## src/rtl/gram_pkg.sv

```systemverilog
`default_nettype none
package gram_pkg;

   localparam int AddrWidth  = 18;
   localparam int BytesWidth = 6;
   localparam int WidthWidth = 5;

   localparam logic [11:0] CELLS_PER_ROW = 12'd94;

   localparam logic [AddrWidth-1:0] BAND2_BASE = 18'h0AA40;
   localparam logic [AddrWidth-1:0] BAND3_BASE = 18'h21CDF;
   localparam logic [AddrWidth-1:0] BAND4_BASE = 18'h3C4A0;
   localparam logic [AddrWidth-1:0] BAND5_BASE = 18'h3D060;
   localparam logic [AddrWidth-1:0] ASCII_BASE = 18'd255968;

   localparam logic [BytesWidth-1:0] BYTES_HALF = 6'd16;
   localparam logic [BytesWidth-1:0] BYTES_FULL = 6'd32;
   localparam logic [WidthWidth-1:0] WIDTH_HALF = 5'd8;
   localparam logic [WidthWidth-1:0] WIDTH_FULL = 5'd16;

   localparam logic OP_KUTEN = 1'b0;
   localparam logic OP_SJIS  = 1'b1;

   typedef struct packed {
      logic [7:0] row;
      logic [7:0] cell_no;
      logic       legal;
   } kuten_type;

   typedef struct packed {
      logic [AddrWidth-1:0]  rom_address;
      logic [BytesWidth-1:0] byte_count;
      logic [WidthWidth-1:0] glyph_width;
      logic                  code_valid;
   } map_type;

endpackage
`default_nettype wire

```

## src/rtl/gram_code_decode.sv

```systemverilog
`default_nettype none
module gram_code_decode
   import gram_pkg::*;
(
   input  wire logic       operation,
   input  wire logic [15:0] char_code,
   output kuten_type       kuten
);

   logic [7:0] hi;
   logic [7:0] lo;
   logic       lead_ok;
   logic       trail_ok;
   logic [5:0] pair;
   logic [7:0] idx;
   logic       upper;
   logic [6:0] cell_idx;

   assign hi = char_code[15:8];
   assign lo = char_code[7:0];

   assign lead_ok  = (hi >= 8'h81 && hi <= 8'h9F) || (hi >= 8'hE0 && hi <= 8'hFC);
   assign trail_ok = (lo >= 8'h40 && lo <= 8'h7E) || (lo >= 8'h80 && lo <= 8'hFC);

   // seq = pair*188 + idx, so seq/94 = 2*pair + (idx >= 94)
   assign pair     = (hi <= 8'd159) ? 6'(hi - 8'd129) : 6'(hi - 8'd193);
   assign idx      = (lo <= 8'd126) ? (lo - 8'd64) : (lo - 8'd65);
   assign upper    = (idx >= 8'd94);
   assign cell_idx = upper ? 7'(idx - 8'd94) : idx[6:0];

   always_comb begin
      if (operation == OP_SJIS) begin
         kuten.row     = {1'b0, pair, upper} + 8'd1;
         kuten.cell_no = {1'b0, cell_idx} + 8'd1;
         kuten.legal   = lead_ok && trail_ok;
      end else begin
         kuten.row     = hi;
         kuten.cell_no = lo;
         kuten.legal   = 1'b1;
      end
   end

endmodule
`default_nettype wire

```

## src/rtl/gram_band_map.sv

```systemverilog
`default_nettype none
module gram_band_map
   import gram_pkg::*;
(
   input  kuten_type kuten,
   output map_type   result
);

   logic                 cell_ok;
   logic                 mapped;
   logic [6:0]           row_off;
   logic [AddrWidth-1:0] base;
   logic [11:0]          glyph_index;
   logic [6:0]           ascii_index;
   logic [7:0]           row;
   logic [7:0]           cell_no;

   assign row     = kuten.row;
   assign cell_no = kuten.cell_no;
   assign cell_ok = (cell_no >= 8'd1) && (cell_no <= 8'(CELLS_PER_ROW));

   always_comb begin
      mapped  = 1'b1;
      row_off = '0;
      base    = '0;
      priority if (cell_ok && row >= 8'd1 && row <= 8'd15) begin
         row_off = 7'(row - 8'd1);
      end else if (cell_ok && row >= 8'd16 && row <= 8'd47) begin
         row_off = 7'(row - 8'd16);
         base    = BAND2_BASE;
      end else if (cell_ok && row >= 8'd48 && row <= 8'd84) begin
         row_off = 7'(row - 8'd48);
         base    = BAND3_BASE;
      end else if (cell_ok && row == 8'd85) begin
         base    = BAND4_BASE;
      end else if (cell_ok && row >= 8'd88 && row <= 8'd89) begin
         row_off = 7'(row - 8'd88);
         base    = BAND5_BASE;
      end else begin
         mapped  = 1'b0;
      end
   end

   assign glyph_index = 12'(row_off) * CELLS_PER_ROW + 12'(cell_no - 8'd1);
   assign ascii_index = 7'(cell_no - 8'h20);

   always_comb begin
      priority if (!kuten.legal) begin
         result = '{rom_address: '0, byte_count: BYTES_FULL,
                    glyph_width: WIDTH_FULL, code_valid: 1'b0};
      end else if (row == 8'd0 && cell_no >= 8'h20 && cell_no <= 8'h7F) begin
         result = '{rom_address: {7'd0, ascii_index, 4'd0} + ASCII_BASE,
                    byte_count: BYTES_HALF, glyph_width: WIDTH_HALF, code_valid: 1'b1};
      end else if (mapped) begin
         result = '{rom_address: {1'b0, glyph_index, 5'd0} + base,
                    byte_count: BYTES_FULL, glyph_width: WIDTH_FULL, code_valid: 1'b1};
      end else begin
         result = '{rom_address: '0, byte_count: BYTES_FULL,
                    glyph_width: WIDTH_FULL, code_valid: 1'b0};
      end
   end

endmodule
`default_nettype wire

```

## src/rtl/glyph_rom_address_mapper.sv

```systemverilog
`default_nettype none
// Glyph ROM address mapper.
// Input: an item is taken on a rising edge with start high and busy low.
//   req_operation selects kuten (0) or Shift-JIS (1); req_char_code holds the
//   row/lead byte high and the cell/trail byte low.
// Output: rsp_valid is high for one cycle per item with the font ROM byte
//   address, bitmap byte count, glyph width and the mapped flag.
// Pipeline: an accepted item passes the input register, then the result
//   register after the decode and band lookup, before rsp_valid rises.
// Throughput: one item per cycle; once busy drops after reset it stays low.
// Reset: synchronous, active high; drops any item in flight and holds busy
//   high until the first clock edge that samples reset low.
// The receiver has no stall: each result is shown for exactly one cycle.
module glyph_rom_address_mapper
   import gram_pkg::*;
(
   input  wire logic                  clock,
   input  wire logic                  reset,
   input  wire logic                  start,
   output logic                       busy,
   input  wire logic                  req_operation,
   input  wire logic [15:0]           req_char_code,
   output logic                       rsp_valid,
   output logic [AddrWidth-1:0]       rsp_rom_address,
   output logic [BytesWidth-1:0]      rsp_byte_count,
   output logic [WidthWidth-1:0]      rsp_glyph_width,
   output logic                       rsp_code_valid
);

   logic        busy_ff;
   logic        stage_valid_ff;
   logic        stage_valid_in;
   logic        op_ff;
   logic [15:0] code_ff;
   logic        rsp_valid_ff;
   map_type     result_ff;
   map_type     result_in;
   kuten_type   kuten;

   assign stage_valid_in = start && !busy_ff;

   always_ff @(posedge clock) begin
      if (reset) begin
         busy_ff        <= 1'b1;
         stage_valid_ff <= 1'b0;
         rsp_valid_ff   <= 1'b0;
      end else begin
         busy_ff        <= 1'b0;
         stage_valid_ff <= stage_valid_in;
         rsp_valid_ff   <= stage_valid_ff;
      end
   end

   always_ff @(posedge clock) begin
      if (stage_valid_in) begin
         op_ff   <= req_operation;
         code_ff <= req_char_code;
      end
      if (stage_valid_ff) begin
         result_ff <= result_in;
      end
   end

   gram_code_decode u_decode (
      .operation (op_ff),
      .char_code (code_ff),
      .kuten     (kuten)
   );

   gram_band_map u_map (
      .kuten  (kuten),
      .result (result_in)
   );

   assign busy            = busy_ff;
   assign rsp_valid       = rsp_valid_ff;
   assign rsp_rom_address = result_ff.rom_address;
   assign rsp_byte_count  = result_ff.byte_count;
   assign rsp_glyph_width = result_ff.glyph_width;
   assign rsp_code_valid  = result_ff.code_valid;

endmodule
`default_nettype wire

```

## config.mk

```make
export PLATFORM = sky130hd
export DESIGN_NAME = glyph_rom_address_mapper
export DESIGN_NICKNAME = d
export VERILOG_FILES = /design/src/rtl/gram_pkg.sv /design/src/rtl/gram_code_decode.sv /design/src/rtl/gram_band_map.sv /design/src/rtl/glyph_rom_address_mapper.sv
export SDC_FILE = /design/constraint.sdc
export NUM_CORES = 1
export LEC_CHECK = 0
export BUFFER_PORTS_ARGS = -buffer_cell sky130_fd_sc_hd__buf_2
export CAP_MARGIN = 20
export CELL_PAD_IN_SITES_DETAIL_PLACEMENT = 0
export CELL_PAD_IN_SITES_GLOBAL_PLACEMENT = 1
export CORE_MARGIN = 8
export CORE_UTILIZATION = 48
export DETAILED_ROUTE_END_ITERATION = 16
export GPL_TIMING_DRIVEN = 1
export PLACE_DENSITY_LB_ADDON = 0.12
export SLEW_MARGIN = 0
export SYNTH_ARGS = -nofsm -noshare
export SYNTH_HDL_FRONTEND = slang
export SYNTH_HIERARCHICAL = 1
export SYNTH_SLANG_ARGS = --single-unit
```

## constraint.sdc

```tcl
create_clock -name clock -period 11.75 [get_ports clock]
set_input_delay 1.175 -clock clock [delete_from_list [all_inputs] [get_ports clock]]
set_output_delay 1.175 -clock clock [all_outputs]
set_load 0.1 [all_outputs]
```

Word level (Yosys, flattened, before mapping)
Cells that the tools add are included.
{"block": "word_totals", "reg_bits": 50, "latchBits": 0, "mem_bits_rw": 0, "romBits": 0, "input_bits": 20, "output_inout_bits": 32, "wordCells": 96, "memories": 0}
{"block": "classes", "addsub": 16, "multipliers": 1, "div_mod_pow": 0, "magnitude_cmp": 21, "n_eq_ne": 1, "n_shift": 0, "n_mux": 22, "bitwise": 1, "reduce_logical": 23}
{"operator": "$mux W18", "n": 5}
{"operator": "$mux W30", "n": 2}
{"operator": "$mux W7", "n": 6}
{"operator": "$le A8 B7 Y1 const B", "n": 5}
{"operator": "$ge A8 B7 Y1 const B", "n": 3}
{"operator": "$ge A8 B8 Y1 const B", "n": 3}
{"operator": "$le A8 B8 Y1 const B", "n": 3}
{"operator": "$add A17 B18 Y18", "n": 1}
{"operator": "$logic_and A1 B1 Y1", "n": 18}
{"operator": "$mux W17", "n": 1}
{"operator": "$add A7 B1 Y8 const B", "n": 2}
{"operator": "$ge A8 B1 Y1 const B", "n": 2}
{"operator": "$ge A8 B6 Y1 const B", "n": 2}
{"operator": "$sub A8 B7 Y8 const B", "n": 2}
{"operator": "$add A12 B14 Y15 const B", "n": 1}
{"operator": "$sub A7 B6 Y7 const B", "n": 2}
{"operator": "$sub A7 B7 Y7 const B", "n": 2}
{"operator": "$add A12 B12 Y12", "n": 1}
{"operator": "$sub A6 B1 Y6 const B", "n": 2}
{"operator": "$mul A7 B6 Y11 const B", "n": 1}
{"operator": "$sub A8 B1 Y9 const B", "n": 1}
{"operator": "$eq A8 B7 Y1 const B", "n": 1}
{"operator": "$ge A8 B5 Y1 const B", "n": 1}
{"operator": "$le A8 B4 Y1 const B", "n": 1}
{"operator": "other kinds (11)", "n": 17}

Longest topological paths before layout
{"block": "logic_depth", "ltp_word": 20, "mapped_depth": 49, "mapped_depth_nobuf": 46}

Cells and area by module
Netlist, hierarchy kept.
{"mod": "gram_band_map", "instances": 1, "cells_each": 403, "area_each_um2": 3078.0, "seq_area_each_um2": 0.0}
{"mod": "glyph_rom_address_mapper", "instances": 1, "cells_each": 53, "area_each_um2": 1496.4, "seq_area_each_um2": 1471.4}
{"mod": "gram_code_decode", "instances": 1, "cells_each": 168, "area_each_um2": 1232.4, "seq_area_each_um2": 0.0}

Worst setup path after synthesis
OpenSTA, ideal clock, no wires.
{"block": "synth_timing", "path_type": "register to register", "startpoint": "reg code_ff[0]", "endpoint": "reg result_ff, in the netlist rsp_rom_address[17], data pin", "setup_ns": 0.268, "t_arrival_ns": 9.424, "required_time_ns": 11.482, "slack_ns": 2.058, "path_stages_with_launch": 43, "n_path_buf": 2, "period_less_slack_ns": 9.692, "cell_sequence": "edfxtp_1 > inv_1 > ha_1 > or4b_1 > and3_1 > nor4_1 > nor2b_2 > buf_6 > xnor2_1 > ha_1 > and3_1 > mux2i_1 > nor3_1 > o31ai_1 > inv_1 > ha_1 > a21bo_2 > a211oi_2 > (+7 left out) > ha_1 > fa_1 > inv_1 > fa_1 > inv_1 > a21o_1 > a21oi_1 > xnor2_1 > ha_1 > o41ai_1 > o21ai_0 > xnor3_1 > xnor2_1 > ha_1 > nand2_1 > o21ai_0 > mux2i_1 > a21boi_0"}
{"element": "start, declared", "line_no": "glyph_rom_address_mapper.sv:34", "text": "logic [15:0] code_ff;"}
{"element": "start signal, assigned", "line_no": "glyph_rom_address_mapper.sv:57", "text": "code_ff <= req_char_code;"}
{"element": "end signal, assigned", "line_no": "glyph_rom_address_mapper.sv:60", "text": "result_ff <= result_in;"}
{"element": "end, declared", "line_no": "glyph_rom_address_mapper.sv:36", "text": "map_type result_ff;"}

==> qor.yml <==
run_status:
  status: "completed"
timing:
  max-slew-margin-rel: 0.387
  worst_pin_slew_ns: 0.909
  finalSetupTns_ns: 0
  fmax_mhz: 94.3
  rsz0062_at_grt: "no"
  slew_violations: 0
  hold_viol: 0
  skew_ns: 0.00667
  setup_viol: 0
  fin_crit_ns: 10.61
  fin_crit_sh: 0.903
yosys:
  synth_edf_count: 47
  synth_commonest_cells: "72 x ha_1, 65 x inv_1, 51 x nand2_1"
  synth.most_common_cell: "ha_1"
  seq_area_frac_synth: 0.253
  synthDistinctLibCells: 86
  yosysTopAreaCell: "edfxtp_1"
  syn_inst: 624
  synth.area.top_cells: "edfxtp_1 24%, ha_1 16%, xnor2_1 5.4%"
  synth.top_cell.area_share: 0.243
  avgSynthCellArea_um2: 9.31
  async_reset_ff_frac: 0
  yosysWarnings: 6
  ys_ff_latch: 50
  synth_area_um2: 5810
  yosys_most_used_dff: "edfxtp_1"
setup_path:
  timing.rr.start: "code_ff[7]"
  start_kind: "register"
  cp-end-kind: "register"
  crit_type: "reg2reg"
  crit_fanout: 11
  max_stage_delay_ns: 0.58
  critPathBufInv: 4
  critPathSlowestCell: "fa_1"
  crit_path_start: "code_ff[7]"
  cp_top_family: "compound AO/OA/AOI/OAI gates"
  required_ns: 11.80
  worstPathArrival_ns: 10.66
detailed_routing:
  dr.pass1.iters: 5
  drc: 0
  vias: 4545
  routedWlPerCell_um: 15.9
  wirelength_mm: 12.8
  drtIter0Drc: 325
  drt-vias-per-instance: 5.62
  ant_nets: 0
place:
  dp_hpwl_mm: 10.4
  dp.cells: 801
  place_area_um2: 6090
  place_congestion: 0.906
  port_buffers: 51
clock_network:
  holdBufCountCts: 0
  cts_max_level: 2
  post_cts_buffers: 0
  cts-buffers-inserted: 5
  clock-sinks: 50
  clk_pin_slew_ns: 0.07
  clk_latency_ns: 0.30
  root_buffer: "clkbuf_16"
  cts_buffer_depth: 2
  cts_tree: "built"
  cts.repair.resized: 0
floorplan:
  fp-row-count: 40
  core_area_um2: 11900
  die-area_um2: 15900
  die_h_um: 126
  die_w_um: 126
  start_util: 0.487
  ios: 52
power:
  power.density_nw_per_um2: 199
  seqPwrFrac: 0.177
  ir_drop_v: 0.0000949
  combPwrFrac: 0.702
  p_int_mw: 0.673
  pwr-share-clk: 0.121
  p_leak_nw: 2.74
  switching_power_mw: 0.567
  switching_share: 0.457
worst_hold_path:
  hold_start: "busy"
  min_path_type: "reg2reg"
cells_and_area:
  fillerInstances: 1132
  drive_above_1_share: 0.159
  nets: 768
  areaGrowthSynthToFinish_pct: 7.50
  final_util: 0.524
  antenna_cells: 0
  final_cell_area_um2: 6240
  multiInputGateArea_um2: 3890
  seq_area_um2: 1470
  fin_cells: 809
grt:
  grt_remaining_overflow: 0
  grt_pass1_wl_mm: 21.1
  grt_pass1_vias: 4200
  antenna_found_initial: 0
  track_usage: 0.163
  grt_max_degree: 32
run:
  drv_cap: 0
per-stage QoR:
step,total power [mW],hold slack (ns),worst slack [ns]
finish,1.24,0.460,1.14
detailed placement,1.08,0.455,1.30
global route,1.36,0.471,0.274
CTS,1.24,0.465,1.21
floorplan,0.950,0.906,2.06
global placement,1.08,0.441,1.46
layout make-up:
class                           instances  share of cell area
Multi-Input combinational cell        481               0.623
Inverter                               67              0.0407
Clock inverter                          3             0.00461
Clock buffer                            5              0.0200
Sequential cell                        50               0.236
Tap cell                              147              0.0295
Timing Repair Buffer                   56              0.0469
kinds of logic after synthesis:
family,count (synthesis),share of synthesized area
flops,50,0.253
compound gates,144,0.178
mux,12,0.0222
fa+ha+maj,87,0.207
xor+xnor,57,0.0907
other cells,1,0.000646
buf+inv,99,0.0812
simple gates,174,0.167
sequential cells by signal (all words and copies together), names as in the netlist:
| name | cells |
|---|---|
| code_ff | 16 |
| rsp_glyph_width | 5 |
| op_ff | 1 |
| rsp_rom_address | 18 |
| rsp_valid | 1 |
| busy | 1 |
| stage_valid_ff | 1 |
| rsp_code_valid | 1 |
| rsp_byte_count | 6 |
worst register-to-register path, delay by kind of cell, from the launching register on:
kind / cells / cell delay [ns]
muxes: 1 / 0.20
buffers and inverters: 4 / 0.60
adders and majority gates: 9 / 3.23
AOI/OAI and AO/OA: 15 / 3.54
xor gates and xnor gates: 4 / 1.02
and+or+nand+nor: 8 / 1.25
DFF: 1 / 0.54
per-layer routing:
metal | part of all wire | GRT usage
met1 | 0.50 | 0.226
met2 | 0.43 | 0.251
met3 | 0.055 | 0.0338
met4 | 0.0095 | 0.0403
met5 | 0 | 0
power groups by stage:
stage	clock network [mW]	logic (mW)	registers, mW
CTS	0.155	0.870	0.219
global placement	0	0.857	0.223
detailed placement	0	0.859	0.223
finish	0.150	0.870	0.219
floorplan	0	0.686	0.264
global route	0.161	0.975	0.221
placed cells by master, fill, tap and decap left out, drive strengths merged, types with 4 or more instances in the layout:
| master | n |
|---|---|
| o21a | 11 |
| nor4 | 6 |
| xnor2 | 36 |
| mux2 | 7 |
| o21ai | 27 |
| ha | 72 |
| a211oi | 5 |
| fa | 15 |
| inv | 68 |
| nand2b | 5 |
| xor2 | 19 |
| nor2b | 6 |
| a21boi | 5 |
| edfxtp | 47 |
| a31oi | 5 |
| nand3 | 10 |
| clkbuf | 5 |
| nor3b | 6 |
| or2 | 6 |
| buf | 56 |
| o211ai | 7 |
| conb | 7 |
| o21bai | 4 |
| o22ai | 9 |
| o31ai | 6 |
| nand2 | 51 |
| mux2i | 5 |
| nor3 | 9 |
| or3 | 5 |
| a21oi | 34 |
| a21o | 6 |
| nor2 | 37 |
path summary, 6_finish.rpt:
path,to,slack [ns],cells past startpoint
setup / recovery,rsp_rom_address[17],1.14,41
hold / removal,stage_valid_ff,0.46,1
setup reg to reg,rsp_rom_address[17],1.14,41
hold reg to reg,stage_valid_ff,0.46,1
No activity file was read; power rests on OpenSTA's default activity.
